<file path="config.mk">
export PLATFORM = sky130hd
export DESIGN_NAME = lfu_cache_lookup
export DESIGN_NICKNAME = d
export VERILOG_FILES = /design/src/rtl/lfucl_pkg.sv /design/src/rtl/lfucl_cell.sv /design/src/rtl/lfu_cache_lookup.sv
export VERILOG_INCLUDE_DIRS = /design/src /design/src/rtl
export SDC_FILE = /design/constraint.sdc
export NUM_CORES = 2
export LEC_CHECK = 0
export ABC_AREA = 1
export BUFFER_PORTS_ARGS = -buffer_cell sky130_fd_sc_hd__buf_2
export CORE_UTILIZATION = 41
export CTS_CLUSTER_DIAMETER = 60
export CTS_CLUSTER_SIZE = 24
export DETAILED_ROUTE_END_ITERATION = 10
export PLACE_DENSITY = 0.56
export REMOVE_ABC_BUFFERS = 1
export SLEW_MARGIN = 20
export SYNTH_ARGS = -nofsm -noshare
export SYNTH_HDL_FRONTEND = slang
export SYNTH_HIERARCHICAL = 1
export SYNTH_SLANG_ARGS = --single-unit
</file>
<file path="constraint.sdc">
create_clock -name clk -period 7.15 [get_ports clk]
set_input_delay 1.43 -clock clk [delete_from_list [all_inputs] [get_ports clk]]
set_output_delay 1.43 -clock clk [all_outputs]
set_load 0.01 [all_outputs]
</file>
<file path="src/rtl/lfu_cache_lookup_assert.svh">
// assertion helpers used by lfu_cache_lookup
`ifndef LFU_CACHE_LOOKUP_ASSERT_SVH
`define LFU_CACHE_LOOKUP_ASSERT_SVH

// condition holds in the same cycle
`define LFUCL_ASSERT_NOW(lbl, ante, cons, msg) \
	lbl: assert property (@(posedge clk) disable iff (!arst_n) (ante) |-> (cons)) \
		else $error(msg);

// condition holds in the next cycle
`define LFUCL_ASSERT_NEXT(lbl, ante, cons, msg) \
	lbl: assert property (@(posedge clk) disable iff (!arst_n) (ante) |=> (cons)) \
		else $error(msg);

`endif

</file>
<file path="src/rtl/lfucl_pkg.sv">
`timescale 1ns / 1ps
package lfucl_pkg;

	// table geometry
	localparam int ENTRIES  = 8;
	localparam int USE_BITS = 16;
	localparam int KEY_W    = 32;
	localparam int CAP_W    = 4;
	localparam int IDX_W    = (ENTRIES > 1) ? $clog2(ENTRIES) : 1;
	localparam int OCC_W    = $clog2(ENTRIES + 1);

	localparam logic [USE_BITS-1:0] USE_MAX = {USE_BITS{1'b1}};

	// register map
	localparam int ADDR_W = 2;
	localparam int DATA_W = 32;
	localparam logic [ADDR_W-1:0] REG_CAPACITY_ADDR = 2'd0;
	localparam logic [CAP_W-1:0]  CAPACITY_RESET    = 4'd8;

	typedef logic signed [KEY_W-1:0] key_t;

	// write command to one cell
	typedef struct packed {
		logic insert;
		logic incr;
		key_t key;
		logic value;
	} cell_cmd_t;

	// cell status seen by the controller
	typedef struct packed {
		logic valid;
		logic match;
		logic value;
	} cell_stat_t;

	// eviction candidate passed down the row
	typedef struct packed {
		logic                valid;
		logic [USE_BITS-1:0] uses;
		key_t                key;
		logic [IDX_W-1:0]    idx;
	} cand_t;

	typedef enum logic [1:0] {
		ST_IDLE,
		ST_LOOK,
		ST_SCAN,
		ST_DONE
	} state_t;

	// signed key order
	function automatic logic key_less(input key_t a, input key_t b);
		return a < b;
	endfunction

endpackage

</file>
<file path="src/rtl/lfucl_cell.sv">
`timescale 1ns / 1ps
module lfucl_cell import lfucl_pkg::*; (
	input  logic             clk,
	input  logic             arst_n,
	input  logic [IDX_W-1:0] idx,
	input  key_t             req_key,
	input  cell_cmd_t        cmd,
	input  cand_t            cand_in,
	output cand_t            cand_out,
	output cell_stat_t       stat
);

	logic                valid_q;
	key_t                key_q;
	logic                value_q;
	logic [USE_BITS-1:0] uses_q;
	cand_t               cand_q;
	logic                take_own;

	// valid flag
	always_ff @(posedge clk or negedge arst_n) begin
		if (!arst_n) begin
			valid_q <= 1'b0;
		end else if (cmd.insert) begin
			valid_q <= 1'b1;
		end
	end

	// entry payload and saturating use count
	always_ff @(posedge clk) begin
		if (cmd.insert) begin
			key_q   <= cmd.key;
			value_q <= cmd.value;
			uses_q  <= USE_BITS'(1);
		end else if (cmd.incr && (uses_q != USE_MAX)) begin
			uses_q <= uses_q + 1'b1;
		end
	end

	// keep the weaker of own entry and the incoming candidate
	always_comb begin
		take_own = valid_q && (!cand_in.valid || (uses_q < cand_in.uses) ||
			((uses_q == cand_in.uses) && key_less(key_q, cand_in.key)));
	end

	always_ff @(posedge clk or negedge arst_n) begin
		if (!arst_n) begin
			cand_q <= '0;
		end else if (take_own) begin
			cand_q.valid <= 1'b1;
			cand_q.uses  <= uses_q;
			cand_q.key   <= key_q;
			cand_q.idx   <= idx;
		end else begin
			cand_q <= cand_in;
		end
	end

	assign cand_out    = cand_q;
	assign stat.valid  = valid_q;
	assign stat.match  = valid_q && (key_q == req_key);
	assign stat.value  = value_q;

endmodule

</file>
<file path="src/rtl/lfu_cache_lookup.sv">
`timescale 1ns / 1ps
// Fully associative cache of signed 32-bit keys with least-frequently-used
// replacement. Each input word carries one key; each result word reports
// hit, the stored or computed value, and the evicted key if any.
// Input channel: in_valid / in_stall / key. Output channel: out_valid /
// out_stall / hit, result_value, evicted, evicted_key. A word moves when
// valid is high and stall is low.
// One request is processed at a time. A hit, or a miss with a free slot,
// goes from the lookup state straight to the done state, where the result
// enters the output register; the next key is taken only once the block is
// back in idle. A miss with a full table first passes through the scan state:
// the eviction candidate walks down the row of cells, one cell per cycle.
// The output register frees the core: a finished result waits there while
// the next key is taken; if out_stall holds the register still full when a
// newer result is ready, the core holds that result and in_stall stays high.
// The capacity register (APB, address 0) sets the number of entries used
// before eviction starts; write it only while the block is idle.
// Reset empties the table, clears both channels and sets capacity to 8.
`include "lfu_cache_lookup_assert.svh"
module lfu_cache_lookup import lfucl_pkg::*; (
	input  logic              clk,
	input  logic              arst_n,
	// configuration port
	input  logic              psel,
	input  logic              penable,
	input  logic              pwrite,
	input  logic [ADDR_W-1:0] paddr,
	input  logic [DATA_W-1:0] pwdata,
	output logic [DATA_W-1:0] prdata,
	output logic              pready,
	// request channel
	input  logic              in_valid,
	output logic              in_stall,
	input  key_t              key,
	// result channel
	output logic              out_valid,
	input  logic              out_stall,
	output logic              hit,
	output logic              result_value,
	output logic              evicted,
	output key_t              evicted_key
);

	logic [CAP_W-1:0] capacity_q;
	logic [OCC_W-1:0] occ_q;
	logic [OCC_W-1:0] eff_cap;
	logic [IDX_W-1:0] cnt_q;
	state_t           state_q;
	state_t           state_d;
	key_t             req_key_q;

	cell_cmd_t  cmd  [ENTRIES];
	cell_stat_t stat [ENTRIES];
	cand_t      chain[ENTRIES+1];

	logic [ENTRIES-1:0] match_vec;
	logic [ENTRIES-1:0] valid_vec;
	logic [ENTRIES-1:0] value_vec;
	logic [ENTRIES-1:0] insert_vec;
	logic [ENTRIES-1:0] incr_vec;
	logic               any_hit;
	logic               hit_value;
	logic               full;
	logic               scan_end;
	logic               miss_value;
	logic [IDX_W-1:0]   free_idx;
	logic               cfg_wr;
	logic               out_load;

	// result held until the output register is free
	logic res_hit_q;
	logic res_value_q;
	logic res_evicted_q;
	key_t res_evkey_q;

	// output register
	logic out_valid_q;
	logic out_hit_q;
	logic out_value_q;
	logic out_evicted_q;
	key_t out_evkey_q;

	// configuration register
	assign pready = 1'b1;
	assign cfg_wr = psel && penable && pwrite && (paddr == REG_CAPACITY_ADDR);
	assign prdata = (paddr == REG_CAPACITY_ADDR) ? DATA_W'(capacity_q) : '0;

	always_ff @(posedge clk or negedge arst_n) begin
		if (!arst_n) begin
			capacity_q <= CAPACITY_RESET;
		end else if (cfg_wr) begin
			capacity_q <= pwdata[CAP_W-1:0];
		end
	end

	// clamp capacity to 1..ENTRIES
	always_comb begin
		if (capacity_q == '0) begin
			eff_cap = OCC_W'(1);
		end else if (32'(capacity_q) > 32'(ENTRIES)) begin
			eff_cap = OCC_W'(ENTRIES);
		end else begin
			eff_cap = OCC_W'(capacity_q);
		end
	end

	// request key register
	always_ff @(posedge clk) begin
		if (in_valid && !in_stall) begin
			req_key_q <= key;
		end
	end

	// row of cells, candidate chain starts empty
	assign chain[0] = '0;

	for (genvar i = 0; i < ENTRIES; i++) begin : g_cell
		lfucl_cell u_cell (
			.clk      (clk),
			.arst_n   (arst_n),
			.idx      (IDX_W'(i)),
			.req_key  (req_key_q),
			.cmd      (cmd[i]),
			.cand_in  (chain[i]),
			.cand_out (chain[i+1]),
			.stat     (stat[i])
		);

		assign match_vec[i] = stat[i].match;
		assign valid_vec[i] = stat[i].valid;
		assign value_vec[i] = stat[i].value;
		assign cmd[i].insert = insert_vec[i];
		assign cmd[i].incr   = incr_vec[i];
		assign cmd[i].key    = req_key_q;
		assign cmd[i].value  = miss_value;
	end

	// lookup summary
	assign any_hit    = |match_vec;
	assign hit_value  = |(match_vec & value_vec);
	assign miss_value = ~req_key_q[0];
	assign full       = (occ_q >= eff_cap);
	assign scan_end   = (cnt_q == IDX_W'(ENTRIES - 1));
	assign out_load   = !out_valid_q || !out_stall;

	// lowest free slot
	always_comb begin
		free_idx = '0;
		for (int i = ENTRIES - 1; i >= 0; i--) begin
			if (!valid_vec[i]) begin
				free_idx = IDX_W'(i);
			end
		end
	end

	// next state
	always_comb begin
		state_d = state_q;
		case (state_q)
			ST_IDLE: begin
				if (in_valid) begin
					state_d = ST_LOOK;
				end
			end
			ST_LOOK: begin
				if (any_hit || !full) begin
					state_d = ST_DONE;
				end else begin
					state_d = ST_SCAN;
				end
			end
			ST_SCAN: begin
				if (scan_end) begin
					state_d = ST_DONE;
				end
			end
			ST_DONE: begin
				if (out_load) begin
					state_d = ST_IDLE;
				end
			end
			default: begin
				state_d = ST_IDLE;
			end
		endcase
	end

	// cell commands and input stall
	always_comb begin
		insert_vec = '0;
		incr_vec   = '0;
		in_stall   = 1'b1;
		case (state_q)
			ST_IDLE: begin
				in_stall = 1'b0;
			end
			ST_LOOK: begin
				if (any_hit) begin
					incr_vec = match_vec;
				end else if (!full) begin
					for (int i = 0; i < ENTRIES; i++) begin
						insert_vec[i] = (free_idx == IDX_W'(i));
					end
				end
			end
			ST_SCAN: begin
				if (scan_end) begin
					for (int i = 0; i < ENTRIES; i++) begin
						insert_vec[i] = (chain[ENTRIES].idx == IDX_W'(i));
					end
				end
			end
			default: begin
				insert_vec = '0;
			end
		endcase
	end

	// state, scan counter and occupancy
	always_ff @(posedge clk or negedge arst_n) begin
		if (!arst_n) begin
			state_q <= ST_IDLE;
			cnt_q   <= '0;
			occ_q   <= '0;
		end else begin
			state_q <= state_d;
			cnt_q   <= (state_q == ST_SCAN) ? cnt_q + 1'b1 : '0;
			if ((state_q == ST_LOOK) && !any_hit && !full) begin
				occ_q <= occ_q + 1'b1;
			end
		end
	end

	// pending result
	always_ff @(posedge clk) begin
		if (state_q == ST_LOOK) begin
			res_hit_q     <= any_hit;
			res_value_q   <= any_hit ? hit_value : miss_value;
			res_evicted_q <= 1'b0;
			res_evkey_q   <= '0;
		end else if ((state_q == ST_SCAN) && scan_end) begin
			res_evicted_q <= 1'b1;
			res_evkey_q   <= chain[ENTRIES].key;
		end
	end

	// output register
	always_ff @(posedge clk or negedge arst_n) begin
		if (!arst_n) begin
			out_valid_q <= 1'b0;
		end else if ((state_q == ST_DONE) && out_load) begin
			out_valid_q <= 1'b1;
		end else if (!out_stall) begin
			out_valid_q <= 1'b0;
		end
	end

	always_ff @(posedge clk) begin
		if ((state_q == ST_DONE) && out_load) begin
			out_hit_q     <= res_hit_q;
			out_value_q   <= res_value_q;
			out_evicted_q <= res_evicted_q;
			out_evkey_q   <= res_evkey_q;
		end
	end

	assign out_valid    = out_valid_q;
	assign hit          = out_hit_q;
	assign result_value = out_value_q;
	assign evicted      = out_evicted_q;
	assign evicted_key  = out_evkey_q;

	// checks
	`LFUCL_ASSERT_NOW(a_match_unique, state_q == ST_LOOK, $onehot0(match_vec),
		"lfu_cache_lookup: key stored in more than one cell")
	`LFUCL_ASSERT_NOW(a_occ_count, 1'b1, 32'(occ_q) == 32'($countones(valid_vec)),
		"lfu_cache_lookup: occupancy differs from valid entries")
	`LFUCL_ASSERT_NOW(a_hit_no_evict, out_valid && hit, !evicted,
		"lfu_cache_lookup: eviction reported on a hit")
	`LFUCL_ASSERT_NEXT(a_accept_look, in_valid && !in_stall, state_q == ST_LOOK,
		"lfu_cache_lookup: accepted word not looked up")

endmodule

</file>
==> flow_results.org <==
** Run status
- Result of the run :: complete, no violations

** Timing
- Between clock sinks in the finished design, the worst skew comes to roughly 36 ps.
- The count of final max-slew check failures came to 0.
- Setup repair after global routing left no endpoint under its margin.
- Setup total negative slack on the finished layout was measured at 0 ps.
- Final Cycle Share :: between 60 and 70%
- Maximum achievable frequency :: around 220 MHz
- Worst slew slack as a fraction of its limit :: 23.6%
- Transition time at the pin with the least slew margin :: 1150 ps
- The clock period could shrink to 4550 ps.
- Final setup violation count :: 0
- The hold violation total from the final report was 0.
- Smallest hold slack :: 422 ps
- Setup ws final :: 2600 ps

** Floorplan
- The initialized floorplan defines around 130 standard-cell rows.
- In this run the vertical extent of the chip is ~350 um.
- Top-Level Pins :: 143
- After floorplanning, the core was sized to cover between 100000 and 150000 um^2.
- Die X-Extent :: 347 um
- Starting density of the core :: 41.3%
- Die ar. :: 120000 um^2

** Clock tree
- After clock tree synthesis, the setup repair step added 0 buffers.
- After clock tree synthesis, the repair step resized 0 gates.
- Sink count of the clock tree :: 915
- Clock latency of the later-clocked register in the worst-skew pair :: about 680 ps
- Clock tree from TritonCTS :: done
- Clock tree synthesis inserted a total of 79 buffers.
- Root Driver :: clkbuf_16
- Post-CTS Hold Buffers :: 0
- Clock slew at the register clock pins of the worst setup and hold paths :: 90 ps
- Maximum clock insertion buffer count :: 3
- The clock tree synthesis step divided the H-tree into 3 levels.

** Worst setup path
- Of all nets on the critical path, the largest fanout is 40.
- STA puts the critical path data arrival time at 5090 ps.
- The worst register-to-register path ends at g_cell[0].u_cell/uses_q[4]$_SDFFE_PP0P_.
- CP Capture Type :: register
- The worst register-to-register path begins at req_key_q[2]$_DFFE_PP_.
- STA puts the critical path data required time at ~7700 ps.
- Cell count of the worst reg-to-reg path :: 17
- FF-to-FF setup slack :: 2600 ps
- Worst setup path category :: register to register
- STA classifies the critical path startpoint as a register.

** Route
- In this run the remaining antenna-violating nets after routing total 0.
- The highest metal layer carrying signal wires in the routed design is met4.
- M1 WL :: 56.3 mm
- Number of vias per cell after detailed routing :: ~5
- Summed over all nets, wire length on met2 after detailed routing comes to 54.8 mm.
- Total iterations of the first detailed-routing run :: 5
- In the final routed layout, each cell accounts on average for 16.5 um.
- Total detailed-routing wirelength :: 121 mm
- After the first detailed-routing iteration, the DRC count stood at between 2000 and 3000.
- After detailed routing, the number of remaining DRC violations is 0.
- Detailed-route via count :: 36747
- Wire segments on met3 add up to 5.55 mm in the final route.

** Place
- IO Port Bufs :: 85
- Routability-driven placement finished with a final weighted congestion of 0.864.
- The wire-length estimate of the detail-placed layout is 88.6 mm.
- Before CTS, the worst setup slack after placement is 2630 ps.

** Layout
- Relative to the synthesized area, the layout overhead comes to 10.0%.
- The repair_antennas step left the layout with diodes totalling 0.
- Share of the core filled with cells :: a little under half
- Commonest non-fill, non-tap cell in the layout :: nand2_1
- Number of nets in the layout :: 6200
- Leaving out fill and tap cells, the most frequent cells in the layout are nand2_1, inv_1, nand3_1.
- Of the cells placed in the final design, the portion with a size suffix greater than 1 is between 8 and 9%.

** GRT
- Overflow after GRT :: 0
- Antenna violations before repair :: 0
- Maximum number of pins on one net before global-route repair :: 160
- The first global-routing pass estimated 194 mm of wire.
- Via count of the first global-routing pass :: 35584
- Total routing resource utilization after global routing :: 20.2%

** Yosys
- During synthesis, Yosys emitted a total of 6 warnings.
- Post-Synthesis Cells :: 5568
- In this run the mean area of a mapped cell was between 8 and 9 um^2.
- After synthesis the cells add up to 48800 um^2.

** Worst hold path
- Counting instances, the worst hold path has a depth of 0.
- Class of the most critical hold timing path :: register to register
- The startpoint identified for the worst hold timing path is res_evkey_q[4]$_SDFFE_PP0P_.
- The worst hold path terminates at evicted_key[4]$_DFFE_PP_.

** Run
- Max-capacitance violation count :: 0

** Power
- Overall power consumption after layout is estimated at 19.4 mW.
- For this design the ratio of total power to cell area is 361 nW/um^2.
- IR Drop Worst-Case VDD :: 0.377 mV
- Summed over all cells, the static leakage comes to 25.3 nW.
-- routing by layer --
metal  global-route usage (%)  up-vias
li1                         -    18572
met2                     33.0      873
met3                     2.50      200
met1                     27.5    17102
met4                     7.13        0
met5                        0        -
-- sequential cells by signal, indices dropped and copies added (netlist names) --
name	cells
occ_q	4
req_key_q	32
res_evkey_q	32
res_hit_q	1
evicted_key	32
result_value	1
state_q	2
g_cell.u_cell/valid_q	8
res_value_q	1
res_evicted_q	1
g_cell.u_cell/cand_out	399
g_cell.u_cell/uses_q	128
out_valid	1
g_cell.u_cell/value_q	8
evicted	1
capacity_q	4
g_cell.u_cell/key_q	256
cnt_q	3
hit	1
-- through the flow --
| step | cell area (um^2) | std cells |
|---|---|---|
| after global routing | 53700 | 7334 |
| after floorplan | 48000 | 5523 |
| after global placement | 50700 | 7182 |
| after CTS | 53700 | 7333 |
| after detailed placement | 50800 | 7185 |
| final | 53700 | 7334 |
-- how the worst max path moves through the flow --
stage / from / endpoint / slack (ps) / cells past startpoint
final: req_key_q[2]$_DFFE_PP_ / g_cell[0].u_cell/uses_q[4]$_SDFFE_PP0P_ / 2600 / 17
after global routing: req_key_q[2]$_DFFE_PP_ / g_cell[2].u_cell/uses_q[6]$_SDFFE_PP0P_ / 2300 / 17
after CTS: req_key_q[2]$_DFFE_PP_ / g_cell[0].u_cell/uses_q[4]$_SDFFE_PP0P_ / 2630 / 17
after detailed placement: req_key_q[1]$_DFFE_PP_ / g_cell[0].u_cell/uses_q[6]$_SDFFE_PP0P_ / 2630 / 19
after global placement: req_key_q[18]$_DFFE_PP_ / g_cell[0].u_cell/uses_q[6]$_SDFFE_PP0P_ / 2480 / 17
after floorplan: g_cell[4].u_cell/valid_q$_DFFE_PN0P_ / g_cell[2].u_cell/uses_q[6]$_SDFFE_PP0P_ / 2320 / 16
-- final cells by class --
type / count / area [um^2]
tap: 1536 / 1920
inverter: 820 / 3090
clock inverter: 58 / 766
timing repair buffer: 127 / 818
fill: 11443 / 64400
multi-input combinational: 3788 / 21200
sequential: 915 / 23800
clock buffer: 90 / 2090
-- critical path: stages, from the launching register on --
cell	delay, ps
edfxtp_1	1120
inv_1	150
o22ai_1	160
nor4_1	60
and3_1	150
nand4_1	160
nor2_1	140
nor2_1	250
nand2_1	140
nor2_4	300
nand3_4	230
nor2_4	160
nand3_2	110
a21oi_4	120
buf_4	530
inv_1	370
nand2_1	150
a31oi_1	50
-- where the power goes --
group	leakage (nW)	internal [mW]	switching (mW)
registers	9.49	6.80	0.936
logic	14.4	2.19	4.77
clock network	1.39	2.39	2.29
total	25.3	11.4	8.00
(Power assumes the default switching activity.)
